`src/rtl/tmwf_pkg.sv`:
```
package tmwf_pkg;

    localparam int WINDOW_LENGTH = 12;
    localparam int HIST_DEPTH    = WINDOW_LENGTH - 1;
    localparam int KEPT_COUNT    = WINDOW_LENGTH - 2;
    localparam int DATA_W        = 24;
    // The window sum of WINDOW_LENGTH samples fits in this many bits.
    localparam int SUM_W         = DATA_W + $clog2(WINDOW_LENGTH);
    // The step counter only has to count the history walk.
    localparam int CNT_W         = (HIST_DEPTH > 1) ? $clog2(HIST_DEPTH) : 1;

    // Division by KEPT_COUNT is a multiply by a rounded-up fixed-point
    // reciprocal. With this shift the rounding error stays below one unit of
    // the quotient for every sum that fits in SUM_W bits.
    localparam int RECIP_SHIFT   = SUM_W + $clog2(KEPT_COUNT);
    localparam int RECIP_W       = SUM_W + 1;
    localparam int PROD_W        = SUM_W + RECIP_W;
    localparam logic [RECIP_W-1:0] RECIP =
        RECIP_W'(((64'd1 << RECIP_SHIFT) + 64'(KEPT_COUNT) - 64'd1) / 64'(KEPT_COUNT));

    typedef logic [DATA_W-1:0] data_t;

    typedef struct packed {
        logic load;
        logic walk;
        logic trim_hi;
        logic trim_lo;
        logic divide;
        logic finish;
    } tmwf_ctrl_t;

endpackage

```
`src/rtl/tmwf_history.sv`:
```
module tmwf_history
    import tmwf_pkg::*;
(
    input  logic       clk,
    input  logic       rst_n,
    input  tmwf_ctrl_t ctrl,
    input  data_t      fresh,
    output data_t      tap
);

    // Entry zero is the newest sample. A rotation moves every entry one place
    // toward entry zero, so a full lap of HIST_DEPTH rotations restores the order.
    data_t hist_reg [HIST_DEPTH];

    assign tap = hist_reg[0];

    always_ff @(posedge clk or negedge rst_n)
    begin
        if (!rst_n)
        begin
            for (int i = 0; i < HIST_DEPTH; i++)
            begin
                hist_reg[i] <= '0;
            end
        end
        else if (ctrl.walk)
        begin
            for (int i = 0; i < HIST_DEPTH - 1; i++)
            begin
                hist_reg[i] <= hist_reg[i+1];
            end
            hist_reg[HIST_DEPTH-1] <= hist_reg[0];
        end
        else if (ctrl.trim_hi)
        begin
            for (int i = HIST_DEPTH - 1; i > 0; i--)
            begin
                hist_reg[i] <= hist_reg[i-1];
            end
            hist_reg[0] <= fresh;
        end
    end

endmodule

```
`config.mk`:
```
export PLATFORM = sky130hd
export DESIGN_NAME = tmwf_history
export DESIGN_NICKNAME = d
export VERILOG_FILES = /design/src/rtl/tmwf_pkg.sv /design/src/rtl/tmwf_history.sv
export SDC_FILE = /design/constraint.sdc
export NUM_CORES = 1
export LEC_CHECK = 0
export BUFFER_PORTS_ARGS = -buffer_cell sky130_fd_sc_hd__buf_4
export CAP_MARGIN = 5
export CELL_PAD_IN_SITES_DETAIL_PLACEMENT = 0
export CELL_PAD_IN_SITES_GLOBAL_PLACEMENT = 1
export CORE_MARGIN = 2
export CORE_UTILIZATION = 45
export CTS_BUF_LIST = sky130_fd_sc_hd__clkbuf_16
export DETAILED_ROUTE_END_ITERATION = 8
export PLACE_DENSITY = 0.86
export SYNTH_ARGS = -nofsm -noshare
export SYNTH_HDL_FRONTEND = slang
export SYNTH_SLANG_ARGS = --single-unit
export TNS_END_PERCENT = 5
```
`constraint.sdc`:
```
create_clock -name clk -period 0.8 [get_ports clk]
set_input_delay 0.24 -clock clk [delete_from_list [all_inputs] [get_ports clk]]
set_output_delay 0.24 -clock clk [all_outputs]
set_load 0.01 [all_outputs]
```
### Word level (Yosys, flattened, before mapping)

Index checks and enable logic that the tools add are counted.
W data, S select, Z words.

| word-level totals | value |
|---|---|
| register bits after elaboration | 264 |
| latch bits | 0 |
| RAM bits | 0 |
| bits in read-only memories | 0 |
| input bits | 32 |
| output and inout bits | 24 |
| logic and storage cells | 14 |
| memories | 0 |

| operators by class | value |
|---|---|
| $add $sub $neg | 0 |
| $mul | 0 |
| div/mod/pow operators | 0 |
| $lt $le $gt $ge | 0 |
| equal/unequal tests | 0 |
| shifts and indexed selects | 0 |
| muxes and demuxes | 2 |
| bitwise logic cells | 0 |
| reduce and logical (&&, ||, !) cells | 1 |

Operators with widths:

| operator | count |
|---|---|
| $mux W264 | 2 |
| $reduce_bool A2 Y1 | 1 |

### Depth between registers and ports, before layout

| depth | value |
|---|---|
| depth after elaboration | 2 |
| gate-level depth with buffers | 5 |
| mapped depth without buffers | 2 |

### Least setup slack after synthesis

OpenSTA, ideal clock, no wires.

| path | value |
|---|---|
| path kind | input port to flip-flop |
| start | input ctrl[3] in the netlist's numbering |
| end | register hist_reg[20] in the netlist's numbering |
| arrival time | 0.910 ns |
| data required time | 0.671 ns |
| path slack | -0.239 ns |
| stages | 5 |
| cells stage by stage | buf_6 -> buf_12 -> buf_8 -> mux2i_1 -> o21ai_2 |

| on the way | value |
|---|---|
| word-level cells in the longest chain between the ends | 1 |

Ends and longest elaborated chain:

| element | RTL line | text |
|---|---|---|
| from (decl) | tmwf_history.sv:6 | `input tmwf_ctrl_t ctrl,` |
| $reduce_bool A2 Y1 (no source line) | n/a |  |
| to (signal, indexed assignment) | tmwf_history.sv:30 | `hist_reg[i] <= hist_reg[i+1];` |
| to (signal, indexed assignment) | tmwf_history.sv:32 | `hist_reg[HIST_DEPTH-1] <= hist_reg[0];` |
| to (signal, indexed assignment) | tmwf_history.sv:38 | `hist_reg[i] <= hist_reg[i-1];` |
| to (decl) | tmwf_history.sv:13 | `data_t hist_reg [HIST_DEPTH];` |

No other way between the ends.
A chain may end at the register's enable or synchronous reset.

### Worst setup path in the final report

| path | value |
|---|---|
| start | register hist_reg, in the netlist tap[11] |
| end | output tap[11] |

RTL lines:

| element | RTL line | text |
|---|---|---|
| to (decl) | tmwf_history.sv:8 | `output data_t tap` |

No word-level cell between the ends.

==> results.json <==
{
  "antenna_found_initial": 1,
  "dp_cells": 1554,
  "drtIter0Drc": 425,
  "synth_compound_area_share_pct": 10.7,
  "p_sw_share_pct": 28.5,
  "crit_arrival_ns": 1.12,
  "detail_route.vias_per_cell": 5.07,
  "grt_pass1_vias": 8393,
  "syn2layout_area_growth_pct": 17.4,
  "dr_wl_met3_um": 613,
  "yosys_warnings": 0,
  "tritoncts": "done",
  "synthXorXnorAreaFrac_pct": 0,
  "hold_depth": 3,
  "drive_gt1_share_pct": 15.0,
  "p_int_w": 0.0259,
  "synthAdderAreaFrac_pct": 0,
  "place_congestion": 0.727,
  "reg2reg_depth": 3,
  "clock_tree.buffer_depth": 3,
  "violations": "negative setup slack",
  "max_freq_mhz": 735,
  "synth_seq_area_share_pct": 52.9,
  "period_share_pct": 170,
  "die_h_um": 171,
  "overflow": 0,
  "max-cap-violations": 0,
  "rsz0062_at_grt": "yes",
  "floorplan.initialDensity_pct": 46.0,
  "wl_per_cell_um": 14.1,
  "fin_skew_ns": 0.00862,
  "met1_length_um": 10900,
  "clk_latency_ns": 0.53,
  "largest_register_ffs": 240,
  "drt_first_pass_iters": 5,
  "worstPathBufferInverterCount": 1,
  "tightestPinTransition_ns": 0.341,
  "grt_use_total_pct": 16.6,
  "vias": 8270,
  "hold_slack_ns": 0.0135,
  "path_clk_slew_ns": 0.06,
  "clock_sinks": 264,
  "place_ws_ns": -0.370,
  "final_net_count": 1275,
  "synth_seq_cells": 264,
  "crit_slowest_cell": "dfrtp_1",
  "synth_top_family_by_area": "multiplexers",
  "synth_cells": 1169,
  "dpl_cell_area_um2": 13400,
  "syn_area_um2": 12500,
  "io_buffers": 51,
  "synth-simple-area-share_pct": 7.94,
  "grt_pass1_wl_um": 40600,
  "setup_slack_ns": -0.561,
  "worstReg2RegEnd": "hist_reg[226]",
  "hold_path.class": "in2reg",
  "startpoint_type": "flip-flop",
  "reg2reg_setup_slack_ns": -0.13,
  "r2r_start": "tap[10]",
  "crit_family": "flip-flops",
  "seqPwrFrac_pct": 50.5,
  "drt-total-wl_um": 23000,
  "cts_inserted_buffers": 28,
  "synth_area_per_cell_um2": 10.7,
  "core-area_um2": 27100,
  "outcome": "complete, but fails checks",
  "crit_required_ns": 0.56,
  "hold_path_end": "tap[18]",
  "stdcell_area_um2": 14700,
  "nFillCells": 2317,
  "max_stage_delay_ns": 0.43,
  "cp_max_fo": 4,
  "rows": 60,
  "drcViolationCount": 0,
  "pwr-share-clk_pct": 31.6,
  "peakVddDrop_uv": 1980,
  "end_kind": "output port",
  "slew_viol_final": 0,
  "combinationalPowerShare_pct": 17.9,
  "p_switching_w": 0.0104,
  "setup_violations": 49,
  "fin_crit_ns": 1.36,
  "hold_viol": 0,
  "cts_root_buf": "clkbuf_16",
  "regArea_um2": 6620,
  "grt_max_degree": 85,
  "dr.max_layer_used": "met4",
  "powerDensity_nw_per_um2": 2480,
  "dp_hpwl_um": 14900,
  "cts_max_level": 1,
  "synth_nets": 1201,
  "multi_input_area_um2": 5000,
  "antenna_left": 0,
  "p_leak_nw": 6.94,
  "instances_no_fill": 1631,
  "synthDistinctLibCells": 12,
  "die_area_um2": 29100,
  "cp_cell_sequence": "buf_6",
  "maxSlewHeadroom_pct": 77.3,
  "wl_met2_um": 11100,
  "io_pins": 56,
  "fp.dieW_um": 171,
  "path_class": "reg2out",
  "min_from": "fresh[18]",
  "synth_mux_area_share_pct": 21.2
}
-- how the worst max path moves through the flow --
stage	startpoint	end	slack, ns	cells past startpoint
after floorplan	ctrl[3]	hist_reg[120]	-0.23	5
after global placement	ctrl[3]	hist_reg[144]	-0.34	4
after detailed placement	ctrl[3]	hist_reg[120]	-0.37	4
after CTS	tap[10]	tap[10]	-0.58	1
after global routing	tap[11]	tap[11]	-0.59	1
final	tap[11]	tap[11]	-0.56	1
-- layout make-up --
type | instances | area share, %
diodes | 1 | 0.0171
clock buffers | 29 | 4.95
clock inverters | 16 | 0.470
multi-input cells | 792 | 34.1
flip-flops and latches | 264 | 45.2
well taps | 372 | 3.18
repair buffers | 157 | 12.1
-- synthesized netlist by cell type (all sizes together) --
| cell | instances | area share (%) |
|---|---|---|
| buf | 66 | 5.8 |
| clkbuf | 47 | 1.4 |
| dfrtp | 264 | 53 |
| mux2i | 264 | 21 |
| nand2 | 264 | 7.9 |
| o21ai | 264 | 11 |
-- power by group through the flow --
stage | Combinational, W | Sequential (W) | Clock (W)
final | 0.00651 | 0.0183 | 0.0115
after global routing | 0.00747 | 0.0187 | 0.0122
after CTS | 0.00655 | 0.0183 | 0.0118
after detailed placement | 0.00613 | 0.0185 | 0
after global placement | 0.00588 | 0.0184 | 0
after floorplan | 0.00478 | 0.0178 | 0
-- cells in the final DEF, fill, tap and decap left out --
master	count
nand2_1	259
dlygate4sd3_1	21
mux2i_2	2
nand2_2	5
inv_1	5
dfrtp_2	7
o21ai_0	3
mux2i_1	262
buf_12	33
clkinv_1	7
buf_8	3
clkbuf_16	29
clkinv_2	3
buf_4	71
o21ai_1	255
diode_2	1
dfrtp_1	257
o21ai_2	6
inv_6	1
buf_6	29
-- repair_timing --
| action | CTS | global route |
|---|---|---|
| setup buffers | 8 | 2 |
| setup endpoints to repair | 36 | 116 |
| hold buffers | 21 | 0 |
| hold endpoints to repair | 284 | 0 |
| pin swaps | 0 | 8 |
| gates resized for setup | 33 | 13 |
-- cells by family after synthesis --
group / count (synthesis)
AOI/OAI and AO/OA: 264
muxes: 264
DFF: 264
and+or+nand+nor: 264
buffers and inverters: 113
-- through the flow --
step | util, % | total power, W | setup TNS [ns]
after floorplan | - | 0.0226 | -52.35
after global placement | 49.5 | 0.0243 | -69.50
after detailed placement | 49.5 | 0.0246 | -73.90
after CTS | 53.9 | 0.0367 | -14.99
after global routing | 54.0 | 0.0384 | -17.14
final | 54.1 | 0.0363 | -14.49
-- routing by layer --
layer / GRT usage [%] / vias to the layer above
met1: 22.7 / 4013
met5: 0 / -
met4: 4.05 / 0
met2: 28.1 / 84
li1: - / 4150
met3: 2.13 / 23
No activity file was read; power rests on OpenSTA's default activity.
