**src/rtl/tmwf_pkg.sv**
```systemverilog
package tmwf_pkg;

    localparam int WINDOW_LENGTH = 12;
    localparam int HIST_DEPTH    = WINDOW_LENGTH - 1;
    localparam int KEPT_COUNT    = WINDOW_LENGTH - 2;
    localparam int DATA_W        = 24;
    // The window sum of WINDOW_LENGTH samples fits in this many bits.
    localparam int SUM_W         = DATA_W + $clog2(WINDOW_LENGTH);
    // The step counter only has to count the history walk.
    localparam int CNT_W         = (HIST_DEPTH > 1) ? $clog2(HIST_DEPTH) : 1;

    // Division by KEPT_COUNT is a multiply by a rounded-up fixed-point
    // reciprocal. With this shift the rounding error stays below one unit of
    // the quotient for every sum that fits in SUM_W bits.
    localparam int RECIP_SHIFT   = SUM_W + $clog2(KEPT_COUNT);
    localparam int RECIP_W       = SUM_W + 1;
    localparam int PROD_W        = SUM_W + RECIP_W;
    localparam logic [RECIP_W-1:0] RECIP =
        RECIP_W'(((64'd1 << RECIP_SHIFT) + 64'(KEPT_COUNT) - 64'd1) / 64'(KEPT_COUNT));

    typedef logic [DATA_W-1:0] data_t;

    typedef struct packed {
        logic load;
        logic walk;
        logic trim_hi;
        logic trim_lo;
        logic divide;
        logic finish;
    } tmwf_ctrl_t;

endpackage

```
**src/rtl/tmwf_ctrl.sv**
```systemverilog
module tmwf_ctrl
    import tmwf_pkg::*;
(
    input  logic       clk,
    input  logic       rst_n,
    input  logic       sample_valid,
    input  logic       out_free,
    output logic       sample_ready,
    output tmwf_ctrl_t ctrl
);

    typedef enum logic [5:0] {
        ST_IDLE    = 6'b000001,
        ST_WALK    = 6'b000010,
        ST_TRIM_HI = 6'b000100,
        ST_TRIM_LO = 6'b001000,
        ST_DIVIDE  = 6'b010000,
        ST_DONE    = 6'b100000
    } tmwf_state_t;

    tmwf_state_t      st_reg;
    tmwf_state_t      st_next;
    logic [CNT_W-1:0] cnt_reg;
    logic [CNT_W-1:0] cnt_next;

    assign sample_ready = (st_reg == ST_IDLE);

    always_comb
    begin
        st_next  = st_reg;
        cnt_next = cnt_reg;
        ctrl     = '0;
        case (st_reg)
            ST_IDLE:
            begin
                if (sample_valid)
                begin
                    ctrl.load = 1'b1;
                    cnt_next  = '0;
                    st_next   = ST_WALK;
                end
            end
            ST_WALK:
            begin
                ctrl.walk = 1'b1;
                if (cnt_reg == CNT_W'(HIST_DEPTH - 1))
                begin
                    cnt_next = '0;
                    st_next  = ST_TRIM_HI;
                end
                else
                begin
                    cnt_next = cnt_reg + CNT_W'(1);
                end
            end
            ST_TRIM_HI:
            begin
                ctrl.trim_hi = 1'b1;
                st_next      = ST_TRIM_LO;
            end
            ST_TRIM_LO:
            begin
                ctrl.trim_lo = 1'b1;
                cnt_next     = '0;
                st_next      = ST_DIVIDE;
            end
            ST_DIVIDE:
            begin
                ctrl.divide = 1'b1;
                st_next     = ST_DONE;
            end
            ST_DONE:
            begin
                if (out_free)
                begin
                    ctrl.finish = 1'b1;
                    st_next     = ST_IDLE;
                end
            end
            default:
            begin
                st_next = ST_IDLE;
            end
        endcase
    end

    always_ff @(posedge clk or negedge rst_n)
    begin
        if (!rst_n)
        begin
            st_reg  <= ST_IDLE;
            cnt_reg <= '0;
        end
        else
        begin
            st_reg  <= st_next;
            cnt_reg <= cnt_next;
        end
    end

endmodule

```
**config.mk**
```make
export PLATFORM = sky130hd
export DESIGN_NAME = tmwf_ctrl
export DESIGN_NICKNAME = d
export VERILOG_FILES = /design/src/rtl/tmwf_pkg.sv /design/src/rtl/tmwf_ctrl.sv
export SDC_FILE = /design/constraint.sdc
export NUM_CORES = 1
export LEC_CHECK = 0
export BUFFER_PORTS_ARGS = -buffer_cell sky130_fd_sc_hd__buf_2
export CELL_PAD_IN_SITES_DETAIL_PLACEMENT = 2
export CELL_PAD_IN_SITES_GLOBAL_PLACEMENT = 2
export CORE_ASPECT_RATIO = 0.75
export CORE_MARGIN = 5
export CORE_UTILIZATION = 31
export DETAILED_ROUTE_END_ITERATION = 12
export GPL_ROUTABILITY_DRIVEN = 0
export PLACE_DENSITY_LB_ADDON = 0.1
export SYNTH_ARGS = -nofsm -noshare
export SYNTH_HDL_FRONTEND = slang
export SYNTH_SLANG_ARGS = --single-unit
```
**constraint.sdc**
```tcl
create_clock -name clk -period 2.1 [get_ports clk]
set_clock_uncertainty 0.2 [all_clocks]
set_input_delay 0.105 -clock clk [delete_from_list [all_inputs] [get_ports clk]]
set_output_delay 0.105 -clock clk [all_outputs]
set_load 0.01 [all_outputs]
```
* After elaboration in Yosys (flattened, before gate mapping)
Cells that the tools add are included.
** Operators by class
- Div/mod/pow operators :: 0
- Eq/ne operators :: 10
- Bitwise gates (word level) :: 0
- Add/sub/neg operators :: 1
- Magnitude comparators :: 0
- Shift-type cells :: 0
- Multiplexer cells :: 15
- Reductions and logical operators :: 3
- Multiply operators :: 0
** Operator list (count)
- $pmux 6 s6 :: 1
- $mux 6 :: 3
- $pmux 4 s3 :: 1
- $mux 1 :: 8
- $mux 4 :: 2
- $eq 6x1->1 const B :: 1
- $eq 6x2->1 const B :: 1
- $eq 6x3->1 const B :: 1
- $eq 6x4->1 const B :: 1
- $eq 6x5->1 const B :: 1
- $eq 6x6->1 const B :: 1
- $ne 2x2->1 const B :: 3
- $add 4x1->4 const B :: 1
- $eq 4x4->1 const B :: 1
- $reduce_and 3->1 :: 1
- $reduce_bool 3->1 :: 1
- $reduce_and 2->1 :: 1
** Word-level totals
- Output and inout bits :: 7
- ROM bits :: 0
- Register bits after elaboration :: 10
- Bits of input ports :: 4
- Memories :: 0
- Bits in writable memories :: 0
- Bits in latches :: 0

* Longest topological paths before layout
- Word-level depth :: 3
- Mapped depth :: 6
- Mapped depth without buffers :: 6

* Least setup slack after synthesis
No wires, ideal clock.
- Path type :: register to register
- From :: reg st_reg[0]
- To :: reg cnt_reg[0]
- Required time :: 1782 ps
- Data arrival time :: 1126 ps
- Cell stages (with the launch flop) :: 5
- Slack :: 656 ps
- Path buffers :: 0
- Cell sequence :: dfstp_2 > and3b_1 > a211o_1 > nand4b_2 > a21o_1
** On the way
- Longest elaborated chain between the ends :: 3
- Elaborated cells on any way between the ends :: 7
- Classes of those cells :: 4 x eq/ne; 1 x mux; 2 x reduce/logical
** RTL lines
- start, declared :: line tmwf_ctrl.sv:21 : tmwf_state_t st_reg;
- start signal, assigned :: line tmwf_ctrl.sv:96 : st_reg <= st_next;
- $eq 6x1->1 (tied with other cells) :: line tmwf_ctrl.sv:33 : case (st_reg)
- $ne 2x2->1 (no source line) / $reduce_bool 3->1 (equally long branches)
- $reduce_and 2->1 (no source line)
- end signal, assigned :: line tmwf_ctrl.sv:97 : cnt_reg <= cnt_next;
- end, declared :: line tmwf_ctrl.sv:23 : logic [CNT_W-1:0] cnt_reg;
Parallel ways exist; a longest one is shown, timed or not.
A chain may end at the register's enable or synchronous reset.

==> out/results.md <==
| Metric | Reported | Unit |
| --- | --- | --- |
| Flip-flop cell with the highest count after synthesis | dfrtp_1 | - |
| Critical path startpoint category | flip-flop | - |
| Initial core utilization | 31.57 | % |
| Critical Path Sink Type | output pin | - |
| Sw power | 357.3 | uW |
| Portion of total power attributed to the clock network | 19.5 | % |
| Final WL | 1.663 | mm |
| Area of the die | 3001 | um2 |
| Pin count of the biggest net entering global routing | 13 | - |
| Post-detail-place hpwl | 1.299 | mm |
| Number of instances in the synthesized netlist | 67 | - |
| Sinks on Clock Net | 10 | - |
| Maximum VDD drop | 557.0 | uV |
| Clk Latency, worst-skew pair | 0.27 | ns |
| Top post-synthesis cells by area | dfrtp_1, and3_1, nor2_1 | - |
| Cell type contributing the most total cell area after synthesis | dfrtp_1 | - |
| Sequential-to-total area share from yosys stat | 40.61 | % |
| Fraction of post-synthesis cell area in the top cell type by area | 36.36 | % |
| Overall Power | 877.3 | uW |
| Slew Limit Headroom | 71.48 | % |
| Max-cap violations | 0 | - |
| Unrepaired setup endpoints after global routing | false | - |
| Average cell area after synthesis | 9.244 | um2 |
| Proportion of register bits with asynchronous set or reset after synthesis | 100.0 | % |
| Clock tree from TritonCTS | built | - |
| Run status | finished clean | - |
| Syn_nets | 73 | - |
| Setup Viol. Count Final | 0 | - |
| Final non-filler cell total | 106 | - |
| Internal Pwr Total | 520.0 | uW |
| Largest fanout of any net on the critical path | 6 | - |
| Count of different cell masters after synthesis | 30 | - |
| Clock period minus final worst setup slack | 1.823 | ns |
| Via count | 538 | - |
| Type of the worst setup path | flip-flop to output pin | - |
| Post-CTS setup buffers | 0 | - |
| Hold Crit Class | primary input to async pin | - |
| Proportion of layout cells with a drive suffix above 1 | 21.95 | % |
| Switching share of power | 40.73 | % |
| Post-DR wirelength/cell | 15.69 | um |
| Final global-route overflow total | 0 | - |
| Max clock buf depth | 2 | - |
| Clock Pin Slew Worst Setup and Hold Paths | 0.07 | ns |
| First-pass iteration count of the detailed router | 4 | - |
| Power per standard cell area | 1175 | nW/um2 |
| Data required time at the worst endpoint | 1.79 | ns |
| Vertical extent of the die | 48.71 | um |
| Antenna violations before repair | 0 | - |
| Slack of the worst reg-to-reg path | 0.46 | ns |
| Via density per instance | 5.075 | - |
| FP Rows | 14 | - |
| Number of nets with antenna violations after detailed routing | 0 | - |
| FMAX | 0.5486 | GHz |
| Period utilisation layout | 86.80 | % |
| Core region area | 1962 | um2 |
| Placed cell count | 100 | - |
| DRT iter0 DRCs | 18 | - |
| Total number of yosys warnings | 0 | - |
| Number of design rule violations left after detail routing | 0 | - |
| Transition at the pin with the smallest max-transition slack | 0.4246 | ns |
| Final net count | 89 | - |
| Count of flip-flops with a built-in enable after synthesis | 0 | - |
| Via count of the first global-routing pass | 634 | - |
| Post-synthesis register bit count | 10 | - |
| Area Growth Syn to Fin | 20.61 | % |
| Cell area after synthesis | 619.3 | um2 |
| P_leak | 0.0004020 | uW |
| Number of flip-flops under the largest register name | 6 | - |
| H-tree levels | 1 | - |
| Final antenna diode count | 0 | - |
| Final total negative setup slack | 0 | ns |
| Clock buffers created by TritonCTS | 3 | - |
| Overall die width | 61.61 | um |
| First-pass GRT wire length | 3.029 | mm |
| Total global routing track utilization | 13.68 | % |
| Number of pins exceeding their max-slew limit in the final report | 0 | - |
| Data arrival time of the worst path | 1.52 | ns |
| Final hold viol count | 0 | - |
| Master cell of the clock root buffer | clkbuf_4 | - |
| Count of boundary I/O pins | 11 | - |
| IO buf count | 10 | - |
| Fraction of power consumed by combinational cells | 42.6 | % |
| Part of the power in registers | 37.9 | % |
-- synthesized netlist by cell type, types with 2 or more instances --
| master | instances |
|---|---|
| a21o_1 | 2 |
| a21oi_1 | 3 |
| and3_1 | 6 |
| dfrtp_1 | 9 |
| ha_1 | 2 |
| inv_1 | 4 |
| nand2_1 | 4 |
| nand2b_1 | 2 |
| nor2_1 | 8 |
| nor2b_1 | 2 |
| nor3_1 | 2 |
| o211ai_1 | 2 |
| o21ai_0 | 3 |
| o2bb2ai_1 | 2 |
-- cells in the final DEF (no fill, tap or decap), types with 3 or more instances in the layout --
master	synthesis	layout
o21ai_0	3	3
nand2_1	4	4
buf_2	1	10
and3_1	6	6
inv_1	4	4
a21oi_1	3	3
clkbuf_4	0	3
dfrtp_1	9	9
nor2_1	8	8
-- area by class of cell --
type	instances	area [um2]
Sequential cell	10	251.5
Clock buffer	4	36.28
Fill cell	234	1215
Tap cell	24	30.03
Timing Repair Buffer	13	77.57
Multi-Input combinational cell	51	336.6
Inverter	4	15.01
-- worst paths after layout --
| check | from | end | cells after the start |
|---|---|---|---|
| max | st_reg[1] | ctrl[1] | 3 |
| min in group clk | sample_valid | st_reg[1] | 3 |
| min | rst_n | st_reg[3] | 2 |
| min reg2reg | cnt_reg[1] | cnt_reg[1] | 1 |
| max reg2reg | st_reg[3] | cnt_reg[1] | 4 |
| max in group asynchronous | rst_n | st_reg[0] | 2 |
-- power by group through the flow --
stage / Clock (uW) / Sequential (uW) / Combinational, uW
global placement: 0 / 335 / 373
CTS: 180 / 333 / 382
floorplan: 0 / 294 / 295
detailed placement: 0 / 337 / 378
finish: 171 / 332 / 374
global route: 189 / 346 / 432
-- cell families after synthesis --
logic type / after synthesis / synth area share (%)
flip-flops: 10 / 40.61
buffers and inverters: 6 / 5.049
AO/OA/AOI/OAI: 16 / 16.97
adder cells (fa/ha/maj): 2 / 4.040
AND/OR/NAND/NOR: 31 / 30.50
XOR/XNOR: 2 / 2.829
-- metrics by stage --
stage / worst slack, ns / hold slack (ns) / instance area [um2] / util, %
after global routing: 0.1331 / 0.04527 / 747.0 / 38.07
after global placement: 0.4156 / -0.2192 / 690.7 / 35.20
after CTS: 0.2535 / 0.02693 / 747.0 / 38.07
after detailed placement: 0.4419 / -0.2180 / 690.7 / 35.20
final: 0.2772 / 0.02983 / 747.0 / 38.07
after floorplan: 0.6563 / -0.3906 / 619.3 / -
-- routing by layer --
| metal | vias to the layer above | global-route usage (%) | routed length (um) |
|---|---|---|---|
| met5 | - | 0 | 0 |
| met4 | 0 | 2.120 | 11 |
| met3 | 2 | 5.585 | 98 |
| met2 | 12 | 18.47 | 669 |
| met1 | 254 | 20.52 | 883 |
| li1 | 270 | - | - |
-- worst max-delay path: stages (launching register included) --
cell     delay, ns
dfrtp_1       0.44
nor3_1        0.42
and3_1        0.25
buf_2         0.14
-- timing repair --
action | CTS | global route
resized for setup | 0 | 0
hold buffers | 2 | 0
endpoints found under the hold margin | 12 | 0
Power figures use the tool's default switching activity.
